`src/hdl/ghwr_fifo.sv`:
```
// ----------------------------------------------------------------------------
// ghwr_fifo
// Small register queue with first-word fall-through read and an occupancy
// count. The writer checks the count before pushing.
// ----------------------------------------------------------------------------
module ghwr_fifo #(
  parameter int unsigned WIDTH = 8,
  parameter int unsigned DEPTH = 4
) (
  input  logic                           clk_i,
  input  logic                           rst_ni,
  input  logic                           push_i,
  input  logic [WIDTH-1:0]               data_i,
  input  logic                           pop_i,
  output logic [WIDTH-1:0]               data_o,
  output logic                           empty_o,
  output logic [$clog2(DEPTH+1)-1:0]     count_o
);

  localparam int unsigned PTR_W = (DEPTH > 1) ? $clog2(DEPTH) : 1;
  localparam int unsigned CNT_W = $clog2(DEPTH + 1);
  localparam logic [PTR_W-1:0] LastPtr = PTR_W'(DEPTH - 1);

  logic [WIDTH-1:0] mem_q [DEPTH];
  logic [PTR_W-1:0] wr_ptr_q, wr_ptr_d;
  logic [PTR_W-1:0] rd_ptr_q, rd_ptr_d;
  logic [CNT_W-1:0] count_q, count_d;
  logic             do_pop;

  assign do_pop  = pop_i && (count_q != '0);
  assign empty_o = (count_q == '0);
  assign count_o = count_q;
  assign data_o  = mem_q[rd_ptr_q];

  always_comb begin
    wr_ptr_d = wr_ptr_q;
    rd_ptr_d = rd_ptr_q;
    count_d  = count_q;
    if (push_i) begin
      wr_ptr_d = (wr_ptr_q == LastPtr) ? '0 : wr_ptr_q + PTR_W'(1);
    end
    if (do_pop) begin
      rd_ptr_d = (rd_ptr_q == LastPtr) ? '0 : rd_ptr_q + PTR_W'(1);
    end
    if (push_i && !do_pop) begin
      count_d = count_q + CNT_W'(1);
    end else if (!push_i && do_pop) begin
      count_d = count_q - CNT_W'(1);
    end
  end

  always_ff @(posedge clk_i or negedge rst_ni) begin
    if (!rst_ni) begin
      wr_ptr_q <= '0;
      rd_ptr_q <= '0;
      count_q  <= '0;
    end else begin
      wr_ptr_q <= wr_ptr_d;
      rd_ptr_q <= rd_ptr_d;
      count_q  <= count_d;
    end
  end

  always_ff @(posedge clk_i) begin
    if (push_i) begin
      mem_q[wr_ptr_q] <= data_i;
    end
  end

endmodule

```
`config.mk`:
```
export PLATFORM = sky130hd
export DESIGN_NAME = ghwr_fifo
export DESIGN_NICKNAME = d
export VERILOG_FILES = /design/src/hdl/ghwr_fifo.sv
export SDC_FILE = /design/constraint.sdc
export NUM_CORES = 1
export LEC_CHECK = 0
export ABC_AREA = 1
export BUFFER_PORTS_ARGS = -buffer_cell sky130_fd_sc_hd__buf_2
export CAP_MARGIN = 0
export CELL_PAD_IN_SITES_DETAIL_PLACEMENT = 1
export CELL_PAD_IN_SITES_GLOBAL_PLACEMENT = 1
export CORE_MARGIN = 4
export CORE_UTILIZATION = 47
export CTS_CLUSTER_SIZE = 25
export DETAILED_ROUTE_END_ITERATION = 7
export PLACE_DENSITY_LB_ADDON = 0.1
export SLEW_MARGIN = 20
export SYNTH_ARGS = -nofsm -noshare
export SYNTH_HDL_FRONTEND = slang
export SYNTH_SLANG_ARGS = --single-unit
```
`constraint.sdc`:
```
create_clock -name clk_i -period 4.2 [get_ports clk_i]
set_clock_uncertainty 0.1 [all_clocks]
set_input_delay 0.63 -clock clk_i [delete_from_list [all_inputs] [get_ports clk_i]]
set_output_delay 0.63 -clock clk_i [all_outputs]
set_load 0.01 [all_outputs]
```
; After elaboration in Yosys (flattened, before gate mapping)
; Memories as Yosys holds them, arrays and structs flattened.
; Index checks and enable logic that the tools add are counted.
[word_totals]
out_inout_bits = 12
input_bits = 12
reg_bits = 7
n_memories = 1
word_cells = 24
ram_bits = 32
[classes]
add_sub_neg = 4
n_mux = 6
n_eq_ne = 2
n_reduce_logical = 8
[memory_table]
columns = name, depth, word_bits, read_ports, rd_clocked_by_memory_dff, wr, line
row1 = mem_q, 4, 8, 1, 0, 1, 24  ; logic [WIDTH-1:0] mem_q [DEPTH];
[ops]
columns = op, n
row1 = $mux W3, 2
row2 = $add A2 B1 Y2 const B, 2
row3 = $eq A2 B2 Y1 const B, 2
row4 = $mux W2, 2
row5 = $add A3 B1 Y3 const B, 1
row6 = $logic_and A1 B1 Y1, 3
row7 = $logic_not A3 Y1, 1
row8 = $reduce_bool A3 Y1, 1
row9 = $sub A3 B1 Y3 const B, 1
row10 = $logic_not A1 Y1, 2
row11 = $mux W1, 2
row12 = $reduce_bool A2 Y1, 1

; Depth between registers and ports, before layout
[depth]
ltp_word = 5
mapped_depth = 11
ltp_nobuf = 11

; Worst setup path after synthesis
; No wires, ideal clock.
[synth_path]
path_kind = register to register
startpoint = reg count_q[0] (netlist: count_o[0])
endpoint = reg count_q[2] (netlist: count_o[2])
slack_ns = 2.440
n_path_buf = 0
synth_period_minus_slack_ns = 1.760
path_stages_with_launch = 11
arrival_ns = 1.543
setup_ns = 0.117
required_ns = 3.983
cell_sequence = dfrtp_1 nor2_1 nand2_1 nand2_1 ha_1 inv_1 fa_1 nand2_1 nand3_1 nand2_1 nand2_1
[synth_via]
elab_chain_len = 5
elab_cells_between_ends = 10
cone_classes = add/sub: 2 / mux: 2 / reduce/logical: 6
[synth_rtl]
columns = element, line
row1 = start: declaration, 27  ; logic [CNT_W-1:0] count_q, count_d;
row2 = start signal: assignment, 60  ; count_q <= count_d;
row3 = branches (longest 5 deep; another with $sub A3 B1 Y3), --
; Parallel ways; which one is timed is not known. The select of a mux whose other input is x is not followed.
; A chain may end at the register's enable or synchronous reset.

; Final worst setup path
[layout_path]
startpoint = reg rd_ptr_q[1]
endpoint = out data_o[2]
[layout_via]
elab_chain_len = 1
[layout_rtl]
columns = element, line
row1 = start: declaration, 26  ; logic [PTR_W-1:0] rd_ptr_q, rd_ptr_d;
row2 = start signal: assignment, 59  ; rd_ptr_q <= rd_ptr_d;
row3 = $mem_v2 Z4 W8, --
row4 = end: declaration, 15  ; output logic [WIDTH-1:0] data_o,
; Every way passes these cells.

==> flow_metrics.env <==
export IMPL_ys_seq_area_frac=0.6565
export IMPL_die_y_um=68.68
export IMPL_grt_first_pass_wirelength_mm=5.161
export IMPL_peakVddDrop_mv=0.2912
export IMPL_post_place_ws_ns=1.944
export IMPL_vias=1081
export IMPL_syn_num_nets=167
export IMPL_cp_end_kind="primary output"
export IMPL_place_inst=212
export IMPL_cellPowerDensity_nw_per_um2=649.8
export IMPL_use_met1=0.1852
export IMPL_slew_headroom=0.6200
export IMPL_clock_latency_ns=0.29
export IMPL_grt_pass1_vias=1139
export IMPL_holdWs_ns=0.07270
export IMPL_antenna_found_initial=0
export IMPL_yosysMostFrequentCell="nand2_1"
export IMPL_cts_hold_buf=0
export IMPL_synth_ff_latch_count=39
export IMPL_maxCapViolCount=0
export IMPL_tns_ns=0
export IMPL_fin_crit_ns=2.305
export IMPL_use_met2=0.2694
export IMPL_use_met3=0.03890
export IMPL_netlist_area_um2=1730
export IMPL_start_kind="flop"
export IMPL_synth_common_cells="nand2_1, edfxtp_1, inv_1"
export IMPL_numPortBuffers=23
export IMPL_tightest_slew_ns=0.5700
export IMPL_post_cts_setup_buffers=0
export IMPL_path_max_fanout=11
export IMPL_rsz0062_at_grt="false"
export IMPL_root_buffer="clkbuf_8"
export IMPL_start_util=0.5027
export IMPL_syn_inst=148
export IMPL_finalNetCount=192
export IMPL_row_count=21
export IMPL_syn_area_per_cell_um2=11.69
export IMPL_dp_hpwl_mm=2.209
export IMPL_power_mw=1.256
export IMPL_async_flop_share=0.1795
export IMPL_slew_violations=0
export IMPL_cts_tree="yes"
export IMPL_avgRoutedWirePerCell_um=14.09
export IMPL_grt_max_degree=36
export IMPL_synth_main_ff_cell="edfxtp_1"
export IMPL_hold_viol_final=0
export IMPL_clock_sinks=39
export IMPL_synthTopCellsByArea="edfxtp_1, dfrtp_1, nand2_1, o211ai_1, inv_1"
export IMPL_finalWeightedCongestion=0.6817
export IMPL_drt_iter0_drc=68
export IMPL_ant_nets=0
export IMPL_final_cells=220
export IMPL_status="complete, no violations"
export IMPL_grt_usage=0.1587
export IMPL_cts_buffers=5
export IMPL_hold_class="input pin to async pin"
export IMPL_clk_pin_slew_ns=0.07
export IMPL_drive_gt1_frac=0.1839
export IMPL_synth_top_area_frac=0.5553
export IMPL_total_leakage_power_nw=0.8707
export IMPL_reg2reg_depth=10
export IMPL_vias_per_cell=4.914
export IMPL_grt_busiest_layer="met2"
export IMPL_drt_drc_violations_left=0
export IMPL_drt_wl_total_mm=3.100
export IMPL_core_area_um2=3442
export IMPL_ioPinCount=24
export IMPL_cts_htree_levels=2
export IMPL_die_width_um=68.68
export IMPL_n_antenna_cell=0
export IMPL_fmax_mhz=433.8
export IMPL_synth_cell_type_count=14
export IMPL_synth_edf_count=32
export IMPL_synth_top_area_cell="edfxtp_1"
export IMPL_cts_resized=0
export IMPL_areaGrowthSynthToFinish_pct=11.71
export IMPL_fin_ws_ns=1.895
export IMPL_dieArea_um2=4716
export IMPL_setup_viol=0
export IMPL_firstDrtPassIters=4
export IMPL_fin_crit_sh=0.5488
export IMPL_critical_path_class="flop to primary output"
export IMPL_arrival_ns=1.57
export IMPL_required_ns=3.47
export IMPL_grt_overflow_total=0
export IMPL_yosysWarningCount=0
export IMPL_cts_buffer_depth=2
[power by group]
part           internal [mW]  switching [mW]
Clock                  0.116           0.123
Sequential             0.509          0.0993
Combinational          0.166           0.243
Total                  0.791           0.466
[flip-flops by register name, summed over array words and instances, names as in the netlist]
name and cells:
count_o 3, mem_q 32, rd_ptr_q 2, wr_ptr_q 2
[area by class of cell]
class                   instances  area, µm²
clock buffers                   6      72.57
clock inverters                 2      12.51
fillers                       383       1509
inverters                      28      105.1
multi-input cells              76      432.9
flip-flops and latches         39       1137
well taps                      46      57.56
repair buffers                 23      115.1
[critical path, stage by stage (launching register included)]
cell      delay, ns
dfrtp_1        0.61
inv_1          0.28
o211ai_1       0.18
nand2_1        0.07
buf_2          0.14
[cells by family (layout without fill, tap and decap cells)]
group | after synthesis | after routing | share of synthesized area
simple gates | 50 | 50 | 0.1121
flops | 39 | 39 | 0.6565
compound gates | 18 | 18 | 0.07809
buf+inv | 33 | 59 | 0.09327
xor+xnor | 1 | 1 | 0.005062
fa+ha+maj | 7 | 7 | 0.05495
[layer usage]
metal  share of wire  vias to the layer above
li1                -                      538
met1            0.44                      519
met2            0.51                       16
met3           0.034                        8
met4           0.020                        0
met5               0                        -
[worst paths after layout]
path,slack (ns),endpoint,start
worst max-delay path,1.90,data_o[2],rd_ptr_q[1]$_DFFE_PN0P_
worst min-delay path,0.07,count_o[2]$_DFFE_PN0P_,rst_ni
worst max register to register,2.29,count_o[2]$_DFFE_PN0P_,count_o[0]$_DFFE_PN0P_
worst min register to register,0.42,count_o[2]$_DFFE_PN0P_,count_o[2]$_DFFE_PN0P_
max in group asynchronous,3.75,rd_ptr_q[0]$_DFFE_PN0P_,rst_ni
min in group clk_i,0.42,count_o[2]$_DFFE_PN0P_,count_o[2]$_DFFE_PN0P_
[per-stage QoR]
stage	area, µm²	utilization
2_1_floorplan	1730	-
3_3_place_gp	1847	0.5365
3_5_place_dp	1847	0.5365
4_1_cts	1932	0.5613
5_1_grt	1933	0.5616
6_report	1933	0.5616
[placed cells by master, fill, tap and decap left out]
cell type	instances
nand2_1	43
edfxtp_1	32
inv_1	28
buf_2	23
o211ai_1	15
ha_1	6
dfrtp_1	6
clkbuf_8	5
nor2_1	3
nand3_1	3
o21ai_0	2
o211ai_2	1
xnor2_1	1
nand4_1	1
fa_1	1
clkinv_2	1
clkinvlp_4	1
clkbuf_1	1
dfrtp_2	1
No activity file was read; power rests on OpenSTA's default activity.
