--- config.mk ---
export PLATFORM = sky130hd
export DESIGN_NAME = ghwr_back
export DESIGN_NICKNAME = d
export VERILOG_FILES = /design/src/hdl/ghwr_pkg.sv /design/src/hdl/ghwr_back.sv
export SDC_FILE = /design/constraint.sdc
export NUM_CORES = 1
export LEC_CHECK = 0
export ABC_AREA = 1
export ABC_CLOCK_PERIOD_IN_PS = 21100
export BUFFER_PORTS_ARGS = -buffer_cell sky130_fd_sc_hd__clkbuf_2
export CORE_MARGIN = 1.5
export CORE_UTILIZATION = 49
export CTS_BUF_LIST = sky130_fd_sc_hd__clkbuf_4 sky130_fd_sc_hd__clkbuf_8
export DETAILED_ROUTE_END_ITERATION = 12
export HOLD_SLACK_MARGIN = 0.15
export PLACE_DENSITY = 0.71
export REMOVE_ABC_BUFFERS = 1
export SYNTH_ARGS = -nofsm -noshare
export SYNTH_HDL_FRONTEND = slang
export SYNTH_SLANG_ARGS = --single-unit
--- constraint.sdc ---
create_clock -name clk_i -period 21.1 [get_ports clk_i]
set_input_delay 1.055 -clock clk_i [delete_from_list [all_inputs] [get_ports clk_i]]
set_output_delay 1.055 -clock clk_i [all_outputs]
set_load 0.03 [all_outputs]
--- src/hdl/ghwr_pkg.sv ---
// ----------------------------------------------------------------------------
// ghwr_pkg
// Shared types and constants of the half-weighting restriction block.
// ----------------------------------------------------------------------------
package ghwr_pkg;

  localparam int unsigned MAX_COARSE_WIDTH_DEF = 512;

  localparam int unsigned VALUE_W    = 32;
  localparam int unsigned SUM_W      = VALUE_W + 3;
  localparam int unsigned CW_W       = 10;
  localparam int unsigned CH_W       = 12;
  localparam int unsigned FY_W       = CH_W + 1;
  localparam int unsigned CFG_IDX_W  = 2;
  localparam int unsigned CFG_DATA_W = 12;

  localparam int unsigned MID_DEPTH  = 4;
  localparam int unsigned OUT_DEPTH  = 4;

  localparam logic [CW_W-1:0] CW_RESET = CW_W'(512);
  localparam logic [CH_W-1:0] CH_RESET = CH_W'(512);

  typedef enum logic [CFG_IDX_W-1:0] {
    REG_COARSE_WIDTH  = 2'd0,
    REG_COARSE_HEIGHT = 2'd1,
    REG_XMAX_WEIGHTED = 2'd2
  } cfg_reg_e;

  typedef enum logic [1:0] {
    ST_COPY     = 2'd0,
    ST_INTERIOR = 2'd1,
    ST_EDGE     = 2'd2
  } stencil_e;

  typedef struct packed {
    logic [CW_W-1:0] coarse_width;
    logic [CH_W-1:0] coarse_height;
    logic            xmax_weighted;
  } cfg_t;

  // one classified coarse point with its stencil operands
  typedef struct packed {
    stencil_e             kind;
    logic                 frame_last;
    logic [VALUE_W-1:0]   center;
    logic [VALUE_W-1:0]   north;
    logic [VALUE_W-1:0]   south;
    logic [VALUE_W-1:0]   west;
    logic [VALUE_W-1:0]   east;
  } mid_entry_t;

  typedef struct packed {
    logic [VALUE_W-1:0] coarse_value;
    logic               frame_last;
  } res_t;

endpackage

--- src/hdl/ghwr_back.sv ---
// ----------------------------------------------------------------------------
// ghwr_back
// Stencil arithmetic: partial sums, final add with floor shift by 3, then
// push into the result queue. Issue is credit based on queue space.
// ----------------------------------------------------------------------------
module ghwr_back (
  input  logic                                      clk_i,
  input  logic                                      rst_ni,
  input  ghwr_pkg::mid_entry_t                      entry_i,
  input  logic                                      entry_empty_i,
  output logic                                      entry_pop_o,
  input  logic [$clog2(ghwr_pkg::OUT_DEPTH+1)-1:0]  out_count_i,
  output logic                                      res_push_o,
  output ghwr_pkg::res_t                            res_o
);

  localparam int unsigned VW     = ghwr_pkg::VALUE_W;
  localparam int unsigned SW     = ghwr_pkg::SUM_W;
  localparam int unsigned OCNT_W = $clog2(ghwr_pkg::OUT_DEPTH + 1);

  logic              b1_valid_q, b2_valid_q;
  logic              b1_copy_q, b1_last_q;
  logic [VW-1:0]     b1_center_q;
  logic [SW-1:0]     b1_a_q, b1_b_q;
  ghwr_pkg::res_t    res_q;

  logic [OCNT_W:0]   inflight;
  logic [SW-1:0]     c4, n_ext, s_ext, w_ext, e_ext, w2, sum_a, sum_b, sum;

  assign inflight = {1'b0, out_count_i} + (OCNT_W+1)'(b1_valid_q) + (OCNT_W+1)'(b2_valid_q);
  assign entry_pop_o = !entry_empty_i && (inflight < (OCNT_W+1)'(ghwr_pkg::OUT_DEPTH));

  assign c4    = {entry_i.center[VW-1], entry_i.center, 2'b00};
  assign n_ext = {{3{entry_i.north[VW-1]}}, entry_i.north};
  assign s_ext = {{3{entry_i.south[VW-1]}}, entry_i.south};
  assign w_ext = {{3{entry_i.west[VW-1]}}, entry_i.west};
  assign e_ext = {{3{entry_i.east[VW-1]}}, entry_i.east};
  assign w2    = {{2{entry_i.west[VW-1]}}, entry_i.west, 1'b0};
  assign sum_a = c4 + n_ext + s_ext;
  assign sum_b = (entry_i.kind == ghwr_pkg::ST_EDGE) ? w2 : w_ext + e_ext;
  assign sum   = b1_a_q + b1_b_q;

  always_ff @(posedge clk_i or negedge rst_ni) begin
    if (!rst_ni) begin
      b1_valid_q <= 1'b0;
      b2_valid_q <= 1'b0;
    end else begin
      b1_valid_q <= entry_pop_o;
      b2_valid_q <= b1_valid_q;
    end
  end

  always_ff @(posedge clk_i) begin
    if (entry_pop_o) begin
      b1_copy_q   <= (entry_i.kind == ghwr_pkg::ST_COPY);
      b1_last_q   <= entry_i.frame_last;
      b1_center_q <= entry_i.center;
      b1_a_q      <= sum_a;
      b1_b_q      <= sum_b;
    end
    if (b1_valid_q) begin
      // arithmetic shift right by three floors toward minus infinity
      res_q.coarse_value <= b1_copy_q ? b1_center_q : sum[SW-1:3];
      res_q.frame_last   <= b1_last_q;
    end
  end

  assign res_push_o = b2_valid_q;
  assign res_o      = res_q;

endmodule

# Word level (Yosys, flattened, before mapping)
# Index checks and enable logic that the tools add are counted.
[op_classes]
mux = 2
n_lt_le_gt_ge = 1
reduce_logical = 3
n_eq_ne = 1
n_addsub = 6
[ops]
columns = ["op", "count"]
rows = [
  ["35-bit adder", 2],
  ["34-bit by 32-bit adder with 35-bit output", 1],
  ["35-bit 2-to-1 mux", 1],
  ["32-bit by 32-bit adder with 33-bit output", 1],
  ["32-bit 2-to-1 mux", 1],
  ["3-bit by 1-bit adder with 4-bit output", 1],
  ["4-bit by 1-bit adder with 4-bit output", 1],
  ["4-bit by 3-bit < comparator with 1-bit output, second input constant", 1],
  ["2-bit equality test, second input constant", 1],
  ["2-bit zero test", 1],
  ["1-bit logical AND", 1],
  ["1-bit zero test", 1],
]
[totals]
regBits = 139
in_bits = 169
out_inout_bits = 35
word_cells = 23

# Longest topological paths before layout
[logic_depth]
depth_word = 4
depth_mapped = 14
depth_no_buf = 14

# Worst setup path before layout
# OpenSTA, ideal clock, no wires.
[synth_path]
path_type = "in2out"
start = "input out_count_i[0] (netlist name)"
end = "output entry_pop_o"
path_slack_ps = 10629
arrival_ps = 9416
stages = 3
path_cell_list = "ha_1 a21o_1 a211oi_1"
[synth_via]
elab_chain_len = 4
[synth_lines]
columns = ["element", "line_no", "source"]
rows = [
  ["start, declared", "ghwr_back.sv:12", "input logic [$clog2(ghwr_pkg::OUT_DEPTH+1)-1:0] out_count_i,"],
  ["3-bit by 1-bit adder with 4-bit output", "ghwr_back.sv:30", "assign inflight = {1'b0, out_count_i} + (OCNT_W+1)'(b1_valid_q) + (OCNT_W+1)'(b2_valid_q);"],
  ["4-bit by 1-bit adder with 4-bit output", "ghwr_back.sv:30", ""],
  ["4-bit by 3-bit < comparator with 1-bit output", "ghwr_back.sv:31", "assign entry_pop_o = !entry_empty_i && (inflight < (OCNT_W+1)'(ghwr_pkg::OUT_DEPTH));"],
  ["1-bit logical AND", "ghwr_back.sv:31", ""],
  ["end, declared", "ghwr_back.sv:11", "output logic entry_pop_o,"],
]
# No other way between the ends.

# Worst setup path after layout
# Ends and elaborated chain as after synthesis.

==> results by stage <==
Logic synthesis:
- The synthesized flop and latch total is 137.
- The number of enable-type register cells in the synthesized netlist is 135.
- The most instantiated flip-flop cell in the synthesis netlist is edfxtp_1.
- For this run, the number of Yosys warnings is 0.
- The share of synthesized registers carrying an async set or reset is 0.0146.
- The distinct cell type count of the synthesized netlist is 40.
- The portion of the post-synthesis area used by sequential elements is 0.337.
- Dividing the synthesized area by the synthesized cell count gives 7.45 µm².
- Counting every instance in the synthesized netlist gives 1633.
- The summed instance area of the synthesized netlist is 12200 µm².

STA:
- Setup repair after global routing left no endpoint under its margin.
- Timing would allow up to 281 MHz.
- The minimum hold slack is 332 ps.
- In the final timing run, aggregate negative setup slack is 0 ps.
- Setup violations remaining at the end of the flow were counted as 0.
- The least setup slack across all paths after layout is 17540 ps.
- The relative max-transition margin is 0.412.
- The worst clock skew on the final layout is 17.8 ps.
- At the pin with the least slew margin, the transition time is 883 ps.
- In the finished design, the share of the clock period the worst path needs comes to 0.169.
- The max-slew violation count is 0.
- The final count of hold timing violations is 0.
- After layout, the minimum clock period comes to 3560 ps.

Critical path:
- The top cell family by delay on the critical path is buffers and inverters.
- The element type at the critical path end is an output port.
- The largest stage delay on the critical path is 430 ps.
- In this run the worst path has a maximum fanout of 33.
- The worst path required time is 20050 ps.
- STA puts the critical path data arrival time at 2510 ps.
- The type of the setup path with the least slack is in -> out.
- The worst register-to-register path has a depth of 5.
- STA classifies the critical path startpoint as an input pin.
- The most frequent cell on the critical path is clkbuf_2.
- The register-to-register setup slack is 18370 ps.
- The slowest cell on the critical path is buf_4.
- The cell count along the critical path is 6.
- The signal on the critical path passes through clkbuf_2 > ha_1 > a21o_1 > a211oi_4 > buf_4 > clkbuf_2.
- The buffers plus inverters on the worst setup path is 3.

Clock network:
- The number of CTS-inserted buffers is 17.
- The insertion delay of the later-clocked pin in the worst-skew pair is 480 ps.
- After clock tree synthesis, the clock-pin slew on the worst setup and hold paths is 100 ps.
- For this design, the CTS-stage hold fixing added 0 buffers.
- Gates resized during post-CTS repair numbered 0.
- The tree is rooted in a clkbuf_8.
- TritonCTS built the clock tree.
- The buffer count from post-CTS setup fixing is 0.
- The CTS H-tree depth is 4.
- The longest clock path from root to sink contains 2 buffers.
- The sink count of the clock tree is 137.

Flow run:
- Across the run, the number of max-cap violations was 0.

Worst hold path:
- The type of the tightest min-delay check is in -> async.

Drt:
- The final layout contains routed wiring with a total length of 37400 µm.
- For this run, the detailed router's first-pass iteration total came to 5.
- The via density per instance is 5.25.
- The routed layout has 11487 vias.
- The detail route stage leaves a number of antenna-violating nets equal to 0.
- The average wire per standard cell is 17.1 µm.
- The number of violations reported at the end of detailed-routing iteration 0 is 754.
- In the routed design, unresolved DRC markers number 0.

Final layout:
- Leaving out fill and tap cells, the most frequent cells in the layout are nand2_1 (526), inv_1 (209), clkbuf_2 (203).
- The final net count is 2152.
- Registers take 4100 µm².
- The most common cell after layout, fill and taps aside is nand2_1.
- After routing the design area is 14000 µm².
- The total of fill cells in the finished design is 2364.
- The area of the multi-input gates is 7230 µm².
- In the final layout, the share of cells above drive strength 1 is 0.167.
- The area growth from synthesis to layout is 15.1%.
- At the end of the flow the core is filled with cells to 0.576.
- The final instance count without filler cells is 2187.

Placed design:
- In this run, placement finished with an instance count of 2153.
- The count of buffers from port buffering is 203.
- Summing all placed instances gives a cell area of 13600 µm².
- The sum of net half-perimeters after detailed placement is 32100 µm.
- The final estimated routing congestion in global placement is 0.997.
- The pre-CTS setup slack is 17530 ps.

Power:
- For this design the total switching power over the nets is 0.415 mW.
- In this run the static leakage power is 6.85 nW.
- Of the total power, combinational logic draws 0.424.
- The share of power burned in registers is 0.347.
- The power per unit of standard cell area is 71.3 nW/µm².
- The design draws 0.999 mW.
- The peak supply drop is 0.0000414 V.
- The share of total power dissipated in the clock network is 0.228.
- The net switching fraction of the power is 0.415.
- The internal power of the cells is 0.584 mW.

Global route:
- The number of antenna violations at the first check in global routing was 3.
- The total global routing track utilization is 0.297.
- For this run the aggregate overflow at the end of global routing stands at 0.
- The number of global-route vias before repair came to 11290.
- The global-route wire length before repair is 58300 µm.
- The pin count of the biggest net entering global routing is 73.

Floorplanning:
- The starting utilization of the core area is 0.500.
- The floorplan step defined a core boundary enclosing 24300 µm².
- The vertical die dimension is 161 µm.
- The number of top-level pins is 204.
- The initialized floorplan defines 57 standard-cell rows.
- The floorplan die width is 161 µm.
- The die covers 25800 µm².

Status:
- The run finished with clean final reports.
final cells by class:
type,count,share of cell area
inverter,213,0.0571
sequential,137,0.293
timing repair buffer,208,0.0752
tap,324,0.0289
clock buffer,17,0.0167
multi-input combinational,1271,0.516
clock inverter,15,0.0125
antenna,2,0.000357
routing by layer:
layer / up-vias / global-route usage / wire length, µm / share of wire
li1: 5819 / - / - / -
met1: 5247 / 0.376 / 16100 / 0.43
met2: 350 / 0.519 / 18100 / 0.48
met3: 69 / 0.0390 / 2050 / 0.055
met4: 2 / 0.110 / 1180 / 0.031
met5: - / 0 / 13 / 0.00035
state kept, by name (all words and copies together) (netlist names):
name and count:
b1_a_q 35, res_o 33, b1_valid_q 1, b1_center_q 32, b1_last_q 1, b1_b_q 33
res_push_o 1, b1_copy_q 1
synthesized netlist by cell type, types with 8 or more instances:
master	n	area, µm²
o21bai_1	8	60.1
nand3b_1	10	75.1
fa_1	34	681
nor2_2	9	56.3
clkbuf_1	9	33.8
inv_1	209	785
nand4_1	15	93.8
ha_1	101	1260
o21ai_1	13	65.1
xnor2_1	17	149
xor2_1	19	166
nand3_1	89	445
nand3_2	9	90.1
nor3_1	30	150
nand2_2	26	163
nor2_1	133	499
edfxtp_1	135	4050
o21ai_0	72	360
nand2_1	526	1970
a21oi_1	117	586
worst paths after layout:
kind                                to           start
max                        entry_pop_o  out_count_i[0]
min                         res_push_o          rst_ni
max reg2reg                  b1_b_q[3]      b1_valid_q
min reg2reg                   res_o[0]       b1_last_q
max in group asynchronous   b1_valid_q          rst_ni
min in group clk_i            res_o[0]       b1_last_q
cell families (layout without fill, tap and decap cells):
kind of cell	Yosys count	in the layout	share of synthesized area
and+or+nand+nor	864	864	0.302
AOI/OAI and AO/OA	236	236	0.106
buffers and inverters	225	453	0.0697
DFF	137	137	0.337
adders and majority gates	135	135	0.160
xor gates and xnor gates	36	36	0.0259
other	0	2	0
power groups by stage:
stage	Sequential (mW)	Clock [mW]	Combinational, mW
final	0.347	0.228	0.424
after global routing	0.349	0.240	0.475
after CTS	0.347	0.232	0.421
after detailed placement	0.353	0	0.419
after global placement	0.353	0	0.417
after floorplan	0.362	0	0.285
No activity file was read; power rests on OpenSTA's default activity.
